$ cat src/hw/rtl/spq_pkg.sv
// ----------------------------------------------------------------------------
// Stable priority queue package
// Shared constants, payload structs, command and status codes, and the
// control types passed between the queue control and its level table.
// ----------------------------------------------------------------------------
package spq_pkg;

	localparam int CAPACITY_DEF     = 64;
	localparam int PAYLOAD_BITS_DEF = 16;
	localparam int SEV_W            = 3;
	localparam int ID_W             = 16;
	localparam int OCC_W            = 7;
	localparam int NUM_LVL          = 1 << SEV_W;

	typedef logic [SEV_W-1:0] sev_t;

	typedef enum logic {
		CMD_INSERT = 1'b0,
		CMD_REMOVE = 1'b1
	} cmd_t;

	typedef enum logic [1:0] {
		STAT_OK    = 2'd0,
		STAT_EMPTY = 2'd1,
		STAT_FULL  = 2'd2
	} status_t;

	typedef enum logic {
		S_IDLE,
		S_EXEC
	} state_t;

	typedef struct packed {
		cmd_t            cmd;
		sev_t            severity;
		logic [ID_W-1:0] patient_id;
	} cmd_item_t;

	typedef struct packed {
		status_t          status;
		sev_t             out_severity;
		logic [ID_W-1:0]  out_patient_id;
		logic [OCC_W-1:0] occupancy;
	} rsp_item_t;

	// Update request for one level of the level table.
	typedef struct packed {
		logic wr_head;
		logic wr_tail;
		logic set_valid;
		logic clr_valid;
	} lvl_upd_t;

endpackage

$ cat src/hw/rtl/spq_ram.sv
// ----------------------------------------------------------------------------
// Stable priority queue storage RAM
// Simple dual-port synchronous RAM, one write port and one read port, with
// registered read data that holds its value while no read is issued.
// ----------------------------------------------------------------------------
module spq_ram #(
	parameter int DEPTH = 64,
	parameter int WIDTH = 16
) (
	input  logic                     clk,
	input  logic                     we,
	input  logic [$clog2(DEPTH)-1:0] waddr,
	input  logic [WIDTH-1:0]         wdata,
	input  logic                     re,
	input  logic [$clog2(DEPTH)-1:0] raddr,
	output logic [WIDTH-1:0]         rdata
);

	logic [WIDTH-1:0] mem [DEPTH];
	logic [WIDTH-1:0] rdata_q;

	always_ff @(posedge clk) begin
		if (we) begin
			mem[waddr] <= wdata;
		end
	end

	always_ff @(posedge clk) begin
		if (re) begin
			rdata_q <= mem[raddr];
		end
	end

	assign rdata = rdata_q;

endmodule

$ cat src/hw/rtl/spq_lvl.sv
// ----------------------------------------------------------------------------
// Stable priority queue level table
// Head and tail pointers of the linked list kept for each severity level,
// the level occupied flags, and the search for the highest occupied level.
// ----------------------------------------------------------------------------
module spq_lvl #(
	parameter int PTR_W = 6
) (
	input  logic              clk,
	input  logic              arst_n,
	input  spq_pkg::sev_t     idx,
	input  spq_pkg::lvl_upd_t upd,
	input  logic [PTR_W-1:0]  new_head,
	input  logic [PTR_W-1:0]  new_tail,
	output logic [PTR_W-1:0]  head_ptr,
	output logic [PTR_W-1:0]  tail_ptr,
	output logic              lvl_valid,
	output spq_pkg::sev_t     top_lvl,
	output logic              any_valid
);

	import spq_pkg::*;

	logic [PTR_W-1:0]   head_q [NUM_LVL];
	logic [PTR_W-1:0]   tail_q [NUM_LVL];
	logic [NUM_LVL-1:0] valid_q;

	always_ff @(posedge clk) begin
		if (upd.wr_head) begin
			head_q[idx] <= new_head;
		end
		if (upd.wr_tail) begin
			tail_q[idx] <= new_tail;
		end
	end

	always_ff @(posedge clk or negedge arst_n) begin
		if (!arst_n) begin
			valid_q <= '0;
		end else if (upd.set_valid) begin
			valid_q[idx] <= 1'b1;
		end else if (upd.clr_valid) begin
			valid_q[idx] <= 1'b0;
		end
	end

	assign head_ptr  = head_q[idx];
	assign tail_ptr  = tail_q[idx];
	assign lvl_valid = valid_q[idx];
	assign any_valid = |valid_q;

	// The highest occupied level wins.
	always_comb begin
		top_lvl = '0;
		for (int i = 0; i < NUM_LVL; i++) begin
			if (valid_q[i]) begin
				top_lvl = SEV_W'(i);
			end
		end
	end

endmodule

$ cat src/hw/rtl/stable_priority_queue_top.sv
// ----------------------------------------------------------------------------
// Stable priority queue
// Priority queue with first-in first-out order among items of equal severity,
// built as one linked list per severity level over a shared node memory.
// ----------------------------------------------------------------------------
// Usage notes.
// Commands enter on the cmd channel (cmd_valid, cmd_ready, cmd_item). An
// insert stores the severity and payload behind every waiting item of equal
// or higher severity; a remove returns the oldest item of the highest
// severity. Each command produces exactly one item on the rsp channel
// (rsp_valid, rsp_ready, rsp_item) carrying status, the removed item and the
// occupancy after the command. An insert into a full queue is refused with a
// full status, and a remove from an empty queue returns an empty status.
// A command is handled in a read step, which issues the reads of the node
// and link memories, and a write-back step, which writes back the links and
// registers the response. The read data of the memories is registered and
// the successor link must come back before the level table can be updated,
// so the block takes no new command until the last one is written back. The
// response is registered in the write-back step.
// A finished response waits in the output register while the next command
// is already accepted; if the receiver keeps rsp_ready low, that command
// holds in its write-back step until the register frees up.
// Reset empties the queue at once; no clearing pass is needed because free
// nodes come from a bump counter and a free list threaded through the links.
// ----------------------------------------------------------------------------
module stable_priority_queue_top #(
	parameter int CAPACITY     = spq_pkg::CAPACITY_DEF,
	parameter int PAYLOAD_BITS = spq_pkg::PAYLOAD_BITS_DEF
) (
	input  logic               clk,
	input  logic               arst_n,
	input  logic               cmd_valid,
	output logic               cmd_ready,
	input  spq_pkg::cmd_item_t cmd_item,
	output logic               rsp_valid,
	input  logic               rsp_ready,
	output spq_pkg::rsp_item_t rsp_item
);

	import spq_pkg::*;

	localparam int PTR_W = $clog2(CAPACITY);
	localparam int CNT_W = $clog2(CAPACITY + 1);

	state_t state_q, state_nx;

	// Occupancy, nodes ever handed out, and the head of the free list.
	logic [CNT_W-1:0] count_q;
	logic [CNT_W-1:0] bump_q;
	logic [PTR_W-1:0] free_head_q;

	// Command held between its read cycle and its write-back cycle.
	cmd_t             cmd_s1;
	sev_t             lvl_s1;
	status_t          stat_s1;
	logic [PTR_W-1:0] new_ptr_s1;
	logic             from_free_s1;

	rsp_item_t rsp_item_q;
	logic      rsp_valid_q;

	logic accept, commit;
	logic is_full, is_empty, free_avail;
	logic ins_ok, rem_ok;
	logic ins_commit, rem_commit;
	logic [PTR_W-1:0] alloc_ptr;
	status_t          stat_in;

	sev_t             lvl_idx;
	lvl_upd_t         lvl_upd;
	logic [PTR_W-1:0] head_ptr, tail_ptr, lvl_new_head;
	logic             lvl_valid, any_valid;
	sev_t             top_lvl;

	logic [PAYLOAD_BITS-1:0] pay_wdata, pay_rdata;
	logic [PAYLOAD_BITS+ID_W-1:0] pay_in_ext, pay_out_ext;
	logic             nxt_we, nxt_re;
	logic [PTR_W-1:0] nxt_waddr, nxt_raddr, nxt_wdata, nxt_rdata;

	logic [CNT_W-1:0]       count_nx;
	logic [CNT_W+OCC_W-1:0] occ_ext;

	assign is_full    = (count_q == CNT_W'(CAPACITY));
	assign is_empty   = (count_q == '0);
	// Nodes handed out but not occupied sit on the free list.
	assign free_avail = (bump_q != count_q);
	assign alloc_ptr  = free_avail ? free_head_q : bump_q[PTR_W-1:0];

	assign accept = cmd_valid && cmd_ready;
	assign ins_ok = accept && (cmd_item.cmd == CMD_INSERT) && !is_full;
	assign rem_ok = accept && (cmd_item.cmd == CMD_REMOVE) && !is_empty;

	always_comb begin
		stat_in = STAT_OK;
		if (cmd_item.cmd == CMD_INSERT && is_full) begin
			stat_in = STAT_FULL;
		end else if (cmd_item.cmd == CMD_REMOVE && is_empty) begin
			stat_in = STAT_EMPTY;
		end
	end

	// Next state.
	always_comb begin
		state_nx = state_q;
		case (state_q)
			S_IDLE: begin
				if (cmd_valid) begin
					state_nx = S_EXEC;
				end
			end
			S_EXEC: begin
				if (!rsp_valid_q || rsp_ready) begin
					state_nx = S_IDLE;
				end
			end
			default: state_nx = S_IDLE;
		endcase
	end

	// State outputs.
	always_comb begin
		cmd_ready = 1'b0;
		commit    = 1'b0;
		case (state_q)
			S_IDLE:  cmd_ready = 1'b1;
			S_EXEC:  commit    = !rsp_valid_q || rsp_ready;
			default: begin
				cmd_ready = 1'b0;
				commit    = 1'b0;
			end
		endcase
	end

	always_ff @(posedge clk or negedge arst_n) begin
		if (!arst_n) begin
			state_q <= S_IDLE;
		end else begin
			state_q <= state_nx;
		end
	end

	assign ins_commit = commit && (cmd_s1 == CMD_INSERT) && (stat_s1 == STAT_OK);
	assign rem_commit = commit && (cmd_s1 == CMD_REMOVE) && (stat_s1 == STAT_OK);

	// The level table is looked up at the highest occupied level while idle,
	// and at the level of the command in flight during write-back.
	assign lvl_idx = (state_q == S_IDLE) ? top_lvl : lvl_s1;

	always_comb begin
		lvl_upd = '0;
		if (ins_commit) begin
			lvl_upd.wr_tail = 1'b1;
			if (!lvl_valid) begin
				lvl_upd.wr_head   = 1'b1;
				lvl_upd.set_valid = 1'b1;
			end
		end else if (rem_commit) begin
			if (head_ptr == tail_ptr) begin
				lvl_upd.clr_valid = 1'b1;
			end else begin
				lvl_upd.wr_head = 1'b1;
			end
		end
	end

	assign lvl_new_head = (cmd_s1 == CMD_INSERT) ? new_ptr_s1 : nxt_rdata;

	spq_lvl #(
		.PTR_W(PTR_W)
	) u_lvl (
		.clk      (clk),
		.arst_n   (arst_n),
		.idx      (lvl_idx),
		.upd      (lvl_upd),
		.new_head (lvl_new_head),
		.new_tail (new_ptr_s1),
		.head_ptr (head_ptr),
		.tail_ptr (tail_ptr),
		.lvl_valid(lvl_valid),
		.top_lvl  (top_lvl),
		.any_valid(any_valid)
	);

	// Payload is written at allocation and read at the head on a remove.
	assign pay_in_ext = {{PAYLOAD_BITS{1'b0}}, cmd_item.patient_id};
	assign pay_wdata  = pay_in_ext[PAYLOAD_BITS-1:0];

	spq_ram #(
		.DEPTH(CAPACITY),
		.WIDTH(PAYLOAD_BITS)
	) u_pay_ram (
		.clk  (clk),
		.we   (ins_ok),
		.waddr(alloc_ptr),
		.wdata(pay_wdata),
		.re   (rem_ok),
		.raddr(head_ptr),
		.rdata(pay_rdata)
	);

	// Link memory: the next node in a level list, or in the free list.
	// The read side fetches the successor of the node being taken off a
	// list; the write side links a new tail or pushes a freed node.
	assign nxt_re    = (ins_ok && free_avail) || rem_ok;
	assign nxt_raddr = rem_ok ? head_ptr : free_head_q;
	assign nxt_we    = (ins_commit && lvl_valid) || rem_commit;
	assign nxt_waddr = (cmd_s1 == CMD_INSERT) ? tail_ptr : head_ptr;
	assign nxt_wdata = (cmd_s1 == CMD_INSERT) ? new_ptr_s1 : free_head_q;

	spq_ram #(
		.DEPTH(CAPACITY),
		.WIDTH(PTR_W)
	) u_nxt_ram (
		.clk  (clk),
		.we   (nxt_we),
		.waddr(nxt_waddr),
		.wdata(nxt_wdata),
		.re   (nxt_re),
		.raddr(nxt_raddr),
		.rdata(nxt_rdata)
	);

	always_ff @(posedge clk) begin
		if (accept) begin
			cmd_s1       <= cmd_item.cmd;
			lvl_s1       <= (cmd_item.cmd == CMD_REMOVE) ? top_lvl : cmd_item.severity;
			stat_s1      <= stat_in;
			new_ptr_s1   <= alloc_ptr;
			from_free_s1 <= free_avail;
		end
	end

	always_comb begin
		count_nx = count_q;
		if (ins_commit) begin
			count_nx = count_q + CNT_W'(1);
		end else if (rem_commit) begin
			count_nx = count_q - CNT_W'(1);
		end
	end

	always_ff @(posedge clk or negedge arst_n) begin
		if (!arst_n) begin
			count_q <= '0;
			bump_q  <= '0;
		end else begin
			count_q <= count_nx;
			if (ins_ok && !free_avail) begin
				bump_q <= bump_q + CNT_W'(1);
			end
		end
	end

	// The free list head is only meaningful while nodes are on it, so it
	// needs no reset.
	always_ff @(posedge clk) begin
		if (ins_commit && from_free_s1) begin
			free_head_q <= nxt_rdata;
		end else if (rem_commit) begin
			free_head_q <= head_ptr;
		end
	end

	assign pay_out_ext = {{ID_W{1'b0}}, pay_rdata};
	assign occ_ext     = {{OCC_W{1'b0}}, count_nx};

	always_ff @(posedge clk) begin
		if (commit) begin
			rsp_item_q.status         <= stat_s1;
			rsp_item_q.out_severity   <= rem_commit ? lvl_s1 : '0;
			rsp_item_q.out_patient_id <= rem_commit ? pay_out_ext[ID_W-1:0] : '0;
			rsp_item_q.occupancy      <= occ_ext[OCC_W-1:0];
		end
	end

	always_ff @(posedge clk or negedge arst_n) begin
		if (!arst_n) begin
			rsp_valid_q <= 1'b0;
		end else if (commit) begin
			rsp_valid_q <= 1'b1;
		end else if (rsp_ready) begin
			rsp_valid_q <= 1'b0;
		end
	end

	assign rsp_valid = rsp_valid_q;
	assign rsp_item  = rsp_item_q;

	// The occupancy never exceeds the capacity.
	a_count_bound: assert property (@(posedge clk) disable iff (!arst_n)
		count_q <= CNT_W'(CAPACITY))
		else $error("occupancy exceeds capacity");

	// Every occupied node was handed out by the bump counter.
	a_bump_bound: assert property (@(posedge clk) disable iff (!arst_n)
		bump_q >= count_q)
		else $error("more items stored than nodes allocated");

	// The level flags agree with the occupancy.
	a_levels_empty: assert property (@(posedge clk) disable iff (!arst_n)
		(count_q == '0) == !any_valid)
		else $error("level flags disagree with occupancy");

	// A successful remove lowers the occupancy by one.
	a_remove_count: assert property (@(posedge clk) disable iff (!arst_n)
		rem_commit |=> count_q == $past(count_q) - CNT_W'(1))
		else $error("remove did not lower occupancy");

endmodule
$ cat config.mk
export PLATFORM = sky130hd
export DESIGN_NAME = stable_priority_queue_top
export DESIGN_NICKNAME = d
export VERILOG_FILES = /design/src/hw/rtl/spq_pkg.sv /design/src/hw/rtl/spq_ram.sv /design/src/hw/rtl/spq_lvl.sv /design/src/hw/rtl/stable_priority_queue_top.sv
export SDC_FILE = /design/constraint.sdc
export NUM_CORES = 2
export LEC_CHECK = 0
export BUFFER_PORTS_ARGS = -buffer_cell sky130_fd_sc_hd__buf_2
export CORE_MARGIN = 5
export CORE_UTILIZATION = 29
export DETAILED_ROUTE_END_ITERATION = 6
export GPL_ROUTABILITY_DRIVEN = 0
export PLACE_DENSITY_LB_ADDON = 0.08
export SLEW_MARGIN = 0
export SYNTH_ARGS = -nofsm -noshare
export SYNTH_HDL_FRONTEND = slang
export SYNTH_SLANG_ARGS = --single-unit
$ cat constraint.sdc
create_clock -name clk -period 8.2 [get_ports clk]
set_input_delay 0.41 -clock clk [delete_from_list [all_inputs] [get_ports clk]]
set_output_delay 0.41 -clock clk [all_outputs]
set_load 0.02 [all_outputs]
# [Word-level counts from Yosys, hierarchy flattened]
# Memory sizes are Yosys's and may differ from the RTL's. A register that Yosys moved wholly into a read port is not among the register bits.
# Index checks and enable logic that the tools add are counted.
[word_totals] ramBits=1504 inputBits=24 elab_cells=109 out_inout_bits=30 mem_count=4 reg_bits=71
[memory_table] name="u_pay_ram.mem" depth=64 word_bits=16 rd=1 rd_ports_with_merged_regs=1 write_ports=1 line_no="spq_ram.sv:19" text="logic [WIDTH-1:0] mem [DEPTH];"
[memory_table] name="u_nxt_ram.mem" depth=64 word_bits=6 rd=1 rd_ports_with_merged_regs=1 write_ports=1 line_no="spq_ram.sv:19"
[memory_table] name="u_lvl.head_q" depth=8 word_bits=6 rd=1 rd_ports_with_merged_regs=0 write_ports=1 line_no="spq_lvl.sv:24" text="logic [PTR_W-1:0] head_q [NUM_LVL];"
[memory_table] name="u_lvl.tail_q" depth=8 word_bits=6 rd=1 rd_ports_with_merged_regs=0 write_ports=1 line_no="spq_lvl.sv:25" text="logic [PTR_W-1:0] tail_q [NUM_LVL];"
[classes] bitwise_logic=6 mux=48 order_cmp=2 n_eq_ne=3 add_sub_neg=3 n_reduce_logical=28
[ops] operator="two-way mux 6 bit" n=7
[ops] operator="two-way mux 1 bit" n=25
[ops] operator="two-way mux 3 bit" n=6
[ops] operator="logical AND 1 bit" n=16
[ops] operator="two-way mux 8 bit" n=2
[ops] operator="adder 7 x 1 -> 7 bit, second input constant" n=2
[ops] operator="two-way mux 7 bit" n=2
[ops] operator="AND 8 bit" n=1
[ops] operator="NOT 8 bit" n=1
[ops] operator="bitwise OR 8 bit" n=1
[ops] operator="== test 7 bit, second input constant" n=1
[ops] operator="logical NOT 7 bit" n=1
[ops] operator="inequality test 7 bit" n=1
[ops] operator="subtractor 7 x 1 -> 7 bit, second input constant" n=1
[ops] operator="== test 6 bit" n=1
[ops] operator="two-way mux 2 bit" n=3
[ops] operator="nonzero test 2 bit" n=3
[ops] operator="logical NOT 1 bit" n=4
[ops] operator="less-than comparator 3 x 4 -> 1 bit, second input constant" n=1
[ops] operator="binary-select mux 1 bit (select 3 bit)" n=1
[ops] operator="demux 1 bit (select 3 bit)" n=1
[ops] operator="greater-or-equal comparator 3 x 1 -> 1 bit, second input constant" n=1
[ops] operator="logical OR 1 bit" n=3
[ops] operator="NOT 1 bit" n=3
[ops] operator="other kinds (2)" n=2

# [Depth between registers and ports, before layout]
[logic_depth] word_depth=16 mapped_depth=18 mapped_depth_nobuf=13

# [Modules after synthesis]
# A second synthesis with hierarchy kept.
[hier_totals] hier_cells=3025 area_unflattened_um2=62960.4
[by_module_without_submodules] module="spq_ram at u_pay_ram" area_per_inst_um2=40202.3 cells_per_inst=1829 seq_area_each_um2=31230.0 n_inst=1
[by_module_without_submodules] module="spq_ram at u_nxt_ram" area_per_inst_um2=15285.9 cells_per_inst=720 seq_area_each_um2=11711.2 n_inst=1
[by_module_without_submodules] module="spq_lvl" area_per_inst_um2=4245.3 cells_per_inst=218 seq_area_each_um2=3083.0 n_inst=1
[by_module_without_submodules] module="stable_priority_queue_top" area_per_inst_um2=3226.8 cells_per_inst=258 seq_area_each_um2=1811.7 n_inst=1

# [Worst setup path before layout]
# No wires, ideal clock.
[synth_path] path_kind="reg2reg" start="reg state_q" end="reg u_nxt_ram.rdata_q[2] (netlist: u_nxt_ram.rdata[2]) (read register of u_nxt_ram.mem), data pin" required_time_ps=7944 path_buffers=6 synth_period_minus_slack_ps=4311 path_stages_with_launch=16 setup_time_ps=256 arrival_ps=4055 path_slack_ps=3889 cell_sequence="dfrtp_1 > buf_2 > buf_2 > nor2b_1 > nand3_1 > inv_1 > clkbuf_1 > o211ai_1 > nand2_1 > buf_2 > buf_2 > buf_1 > a31oi_1 > a22oi_1 > nand2_1 > o211a_1"
[synth_between] word_cells_on_any_way=11 classes_between="mux (3); reduce/logical (7); memory (1)"
[synth_lines] item="start, declared" line_no="stable_priority_queue_top.sv:45" text="state_t state_q, state_nx;"
[synth_lines] item="start signal, assigned" line_no="stable_priority_queue_top.sv:138" text="state_q <= state_nx;"
[synth_lines] item="two-way mux 1 bit (*)" line_no="stable_priority_queue_top.sv:124" text="case (state_q)"
[synth_lines] item="logical AND 1 bit (*)" line_no="stable_priority_queue_top.sv:89" text="assign accept = cmd_valid && cmd_ready;"
[synth_lines] item="named net accept" line_no="stable_priority_queue_top.sv:62" text="logic accept, commit;"
[synth_lines] item="logical AND 1 bit (*) (2 in a row)" line_no="stable_priority_queue_top.sv:91" text="assign rem_ok = accept && (cmd_item.cmd == CMD_REMOVE) && !is_empty;"
[synth_lines] item="named net rem_ok" line_no="stable_priority_queue_top.sv:64" text="logic ins_ok, rem_ok;"
[synth_lines] item="two-way mux 6 bit / logical OR 1 bit (equally long branches)" line_no="stable_priority_queue_top.sv:205, stable_priority_queue_top.sv:204"
[synth_lines] item="end, declared" line_no="spq_ram.sv:20" text="logic [WIDTH-1:0] rdata_q;"
# The timed path passes the listed nets; every way through them passes the cells marked *.
# A chain may end at the register's enable or synchronous reset.

# [Worst setup path after layout]
[layout_path] start="reg state_q" end="reg u_pay_ram.rdata_q[2] (netlist: u_pay_ram.rdata[2]) (read register of u_pay_ram.mem), data pin"
[layout_between] elab_chain_cells=4 word_cells_on_any_way=6 classes_between="mux (2); reduce/logical (3); memory (1)"
[layout_rtl] item="parallel branches: the longest is 4 deep, another holds memory (8 x 6 bit)"
[layout_rtl] item="end, declared" line_no="spq_ram.sv:20"
# Parallel ways; which one is timed is not known.

==> results.md <==
* Status: completed
* Clock sink total at 1597
* Clock slew at reported path FFs at 0.06 ns
* Slew Limit Fails at 0
* DRC Markers at 0
* Synth Flop Type: edfxtp_1
* Core Area at 220000 sq um
* Slew HR at 0.0997
* FFs w/ async S/R, synth at 0.0150
* Skew-Pair Late Insertion Delay at about 0.81 ns
* # IOs at 54
* First-pass GRT wire length at 299000 microns
* CTS root buffer: clkbuf_16
* Clk_skew at 0.0410 ns
* Crit path capture type: flop
* Area leader, netlist: edfxtp_1
* Flops & latches, synth at 1597
* All-layer global routing usage at 0.177
* CP startpoint kind: flop
* Initial core utilization at 0.292
* Post-route ant nets at 0
* CP dominant cell by count: buf_4
* Crit-path slowest cell: dfrtp_1
* Number of vias per cell at ~5
* Seq/Total Area, Yosys at 0.746
* Fin crit period at between 5 and 6 ns
* Hold Vio Cnt, Final at 0
* RR Endpoint: u_pay_ram.rdata[2]$_DFFE_PP_
* Worst reg-to-reg path cell count at 15
* Final WL at 209000 microns
* Synth Net Count at 4745
* Setup CP Type: flop to flop
* Max-Cap Viols at 0
* Ys Warns at 0
* Slowest stage delay, CP at 0.76 ns
* Setup tns final at 0 ns
* Initial antenna violation count at 9
* Die height at 480 microns
* Worst EP arrival at 6.48 ns
* Post-CTS sizing at 0
* Final #Nets at between 4000 and 5000
* Area contributors post-synth: edfxtp_1, nand2_1, nand3_1
* Critical Path Fanout Max at 84
* H-tree Lvls at 4
* R2R Path Start: state_q$_DFF_PN0_
* Die area at around 230000 sq um
* Critical-path cell list: inv_1 > a21oi_2 > buf_4 > mux2_2 > o211ai_1 > buf_12 > and2_4 > buf_4 > buf_4 > nand2_1 > a311oi_1 > a31oi_1 > o21ai_0 > o22ai_1 > a31oi_1
* Aggregate global routing overflow at 0
* DR vias at 39700
* Worst EP required at 8.85 ns
* Post-synth EDFFs at 1573
* Fin crit share at 0.711
* Detail Placement HPWL at 122000 microns
* Most frequent cells in the layout: edfxtp_1, nand2_1, nand3_1, and3_1, clkbuf_16
* CTS tree: done
* Syn avg cell area at 13.6 sq um
* Delay-heaviest family, CP: compound AO/OA/AOI/OAI gates
* Drt pass-1 iters at 5
* Largest net degree at the start of global routing at 117
* Reg2Reg Setup Slack at 2.37 ns
* Synth unique cells at 77
* DRT iter0 DRCs at 3154
* Worst Tran Pin Value at 1.33 ns
* DR WL/cell at 26.4 microns
* Worst Hold Class: input pin to asynchronous set/reset pin
* Clock Tree Buf Depth at 3
* RSZ-0062 raised after global routing: false
* P&R area growth vs syn at 15.5%
* Vias in the first global route at 38900
* Fmax at 172 MHz
* Post-synth top area share at 0.737
* IO buf count at 53
* CTS Buf Count at ~190
* Post-Synthesis Cell Area at 64100 sq um
* Die width at about 480 microns
* Share of cells above drive strength 1 at 0.105
* Number of cell rows at 172
* Final Setup Violations at 0
* Syn Inst Count at between 4000 and 5000
* CP bufs+invs at 5
* Commonest non-fill, non-tap cell in the layout: edfxtp_1
state kept, by name (all words and copies together) (netlist names), 6 cells and up, named ones only:
register,flops
bump_q,7
count_q,7
free_head_q,6
new_ptr_s1,6
rsp_item,28
u_lvl.head_q,48
u_lvl.tail_q,48
u_nxt_ram.mem,384
u_nxt_ram.rdata,6
u_pay_ram.mem,1024
u_pay_ram.rdata,16
layout make-up:
class / instances / area (sq um)
diodes: 2 / 5.00
inverters: 18 / 67.6
clock buffers: 239 / 4870
well taps: 2958 / 3700
clock inverters: 89 / 769
fillers: 21800 / 146000
multi-input cells: 2794 / 15200
flip-flops and latches: 1597 / 47800
repair buffers: 211 / 1630
layer usage:
layer	global-route usage	routed length, microns	vias to the layer above
met5	0	7	-
met4	0.0459	4980	2
met3	0.0263	8830	259
met2	0.284	98100	920
met1	0.252	96900	20500
li1	-	-	18000
Yosys cell counts, drive strengths merged (53+ instances only):
| master | instances |
|---|---|
| a211oi | 101 |
| a21oi | 83 |
| a311oi | 126 |
| a31oi | 118 |
| a32oi | 53 |
| and3 | 195 |
| buf | 127 |
| clkbuf | 181 |
| edfxtp | 1573 |
| mux2i | 112 |
| nand2 | 1206 |
| nand3 | 268 |
| nor2 | 203 |
worst register-to-register path, cell delays in order, from the launching register on:
cell      delay, ns
dfrtp_1        0.76
inv_1          0.28
a21oi_2        0.19
buf_4          0.31
mux2_2         0.41
o211ai_1       0.38
buf_12         0.34
and2_4         0.70
buf_4          0.48
buf_4          0.45
nand2_1        0.10
a311oi_1       0.27
a31oi_1        0.09
o21ai_0        0.50
o22ai_1        0.23
a31oi_1        0.19
worst max-delay path by stage:
stage	startpoint	end	slack, ns	cells past startpoint
3_5_place_dp	state_q$_DFF_PN0_	u_pay_ram.rdata[11]$_DFFE_PP_	2.40	15
2_1_floorplan	state_q$_DFF_PN0_	u_nxt_ram.rdata[2]$_DFFE_PP_	3.89	15
6_report	state_q$_DFF_PN0_	u_pay_ram.rdata[2]$_DFFE_PP_	2.37	15
5_1_grt	state_q$_DFF_PN0_	u_pay_ram.rdata[12]$_DFFE_PP_	2.10	15
3_3_place_gp	state_q$_DFF_PN0_	u_pay_ram.rdata[14]$_DFFE_PP_	2.26	13
4_1_cts	state_q$_DFF_PN0_	u_pay_ram.rdata[11]$_DFFE_PP_	2.38	15
per-stage QoR:
step / util / cell area, sq um / setup slack [ns] / std cells / hold WS (ns)
after floorplan: - / 64100 / 3.89 / 4717 / 0.114
after global placement: 0.311 / 68300 / 2.26 / 7568 / 0.472
after detailed placement: 0.311 / 68300 / 2.40 / 7569 / 0.466
after CTS: 0.337 / 74000 / 2.38 / 7906 / 0.122
after global routing: 0.337 / 74000 / 2.10 / 7907 / 0.178
final: 0.337 / 74000 / 2.37 / 7908 / 0.152
logic make-up (layout without fill, tap and decap cells):
kind of cell	count (synthesis)	after routing	share of synthesized area
muxes	119	119	0.0192
adders and majority gates	4	4	0.000781
buffers and inverters	326	557	0.0212
and+or+nand+nor	1969	1969	0.132
DFF	1597	1597	0.746
AOI/OAI and AO/OA	678	678	0.0771
other	0	2	0
xor gates and xnor gates	24	24	0.00328
repair_timing:
| action | CTS | global route |
|---|---|---|
| hold buffers | 9 | 0 |
| setup buffers | 0 | 0 |
| endpoints found under the hold margin | 31 | 0 |
| endpoints found under the setup margin | 0 | 0 |
Power is left out: the tool's default activity adds up to more than one toggle a clock period on the data nets, which glitch-free logic cannot reach.
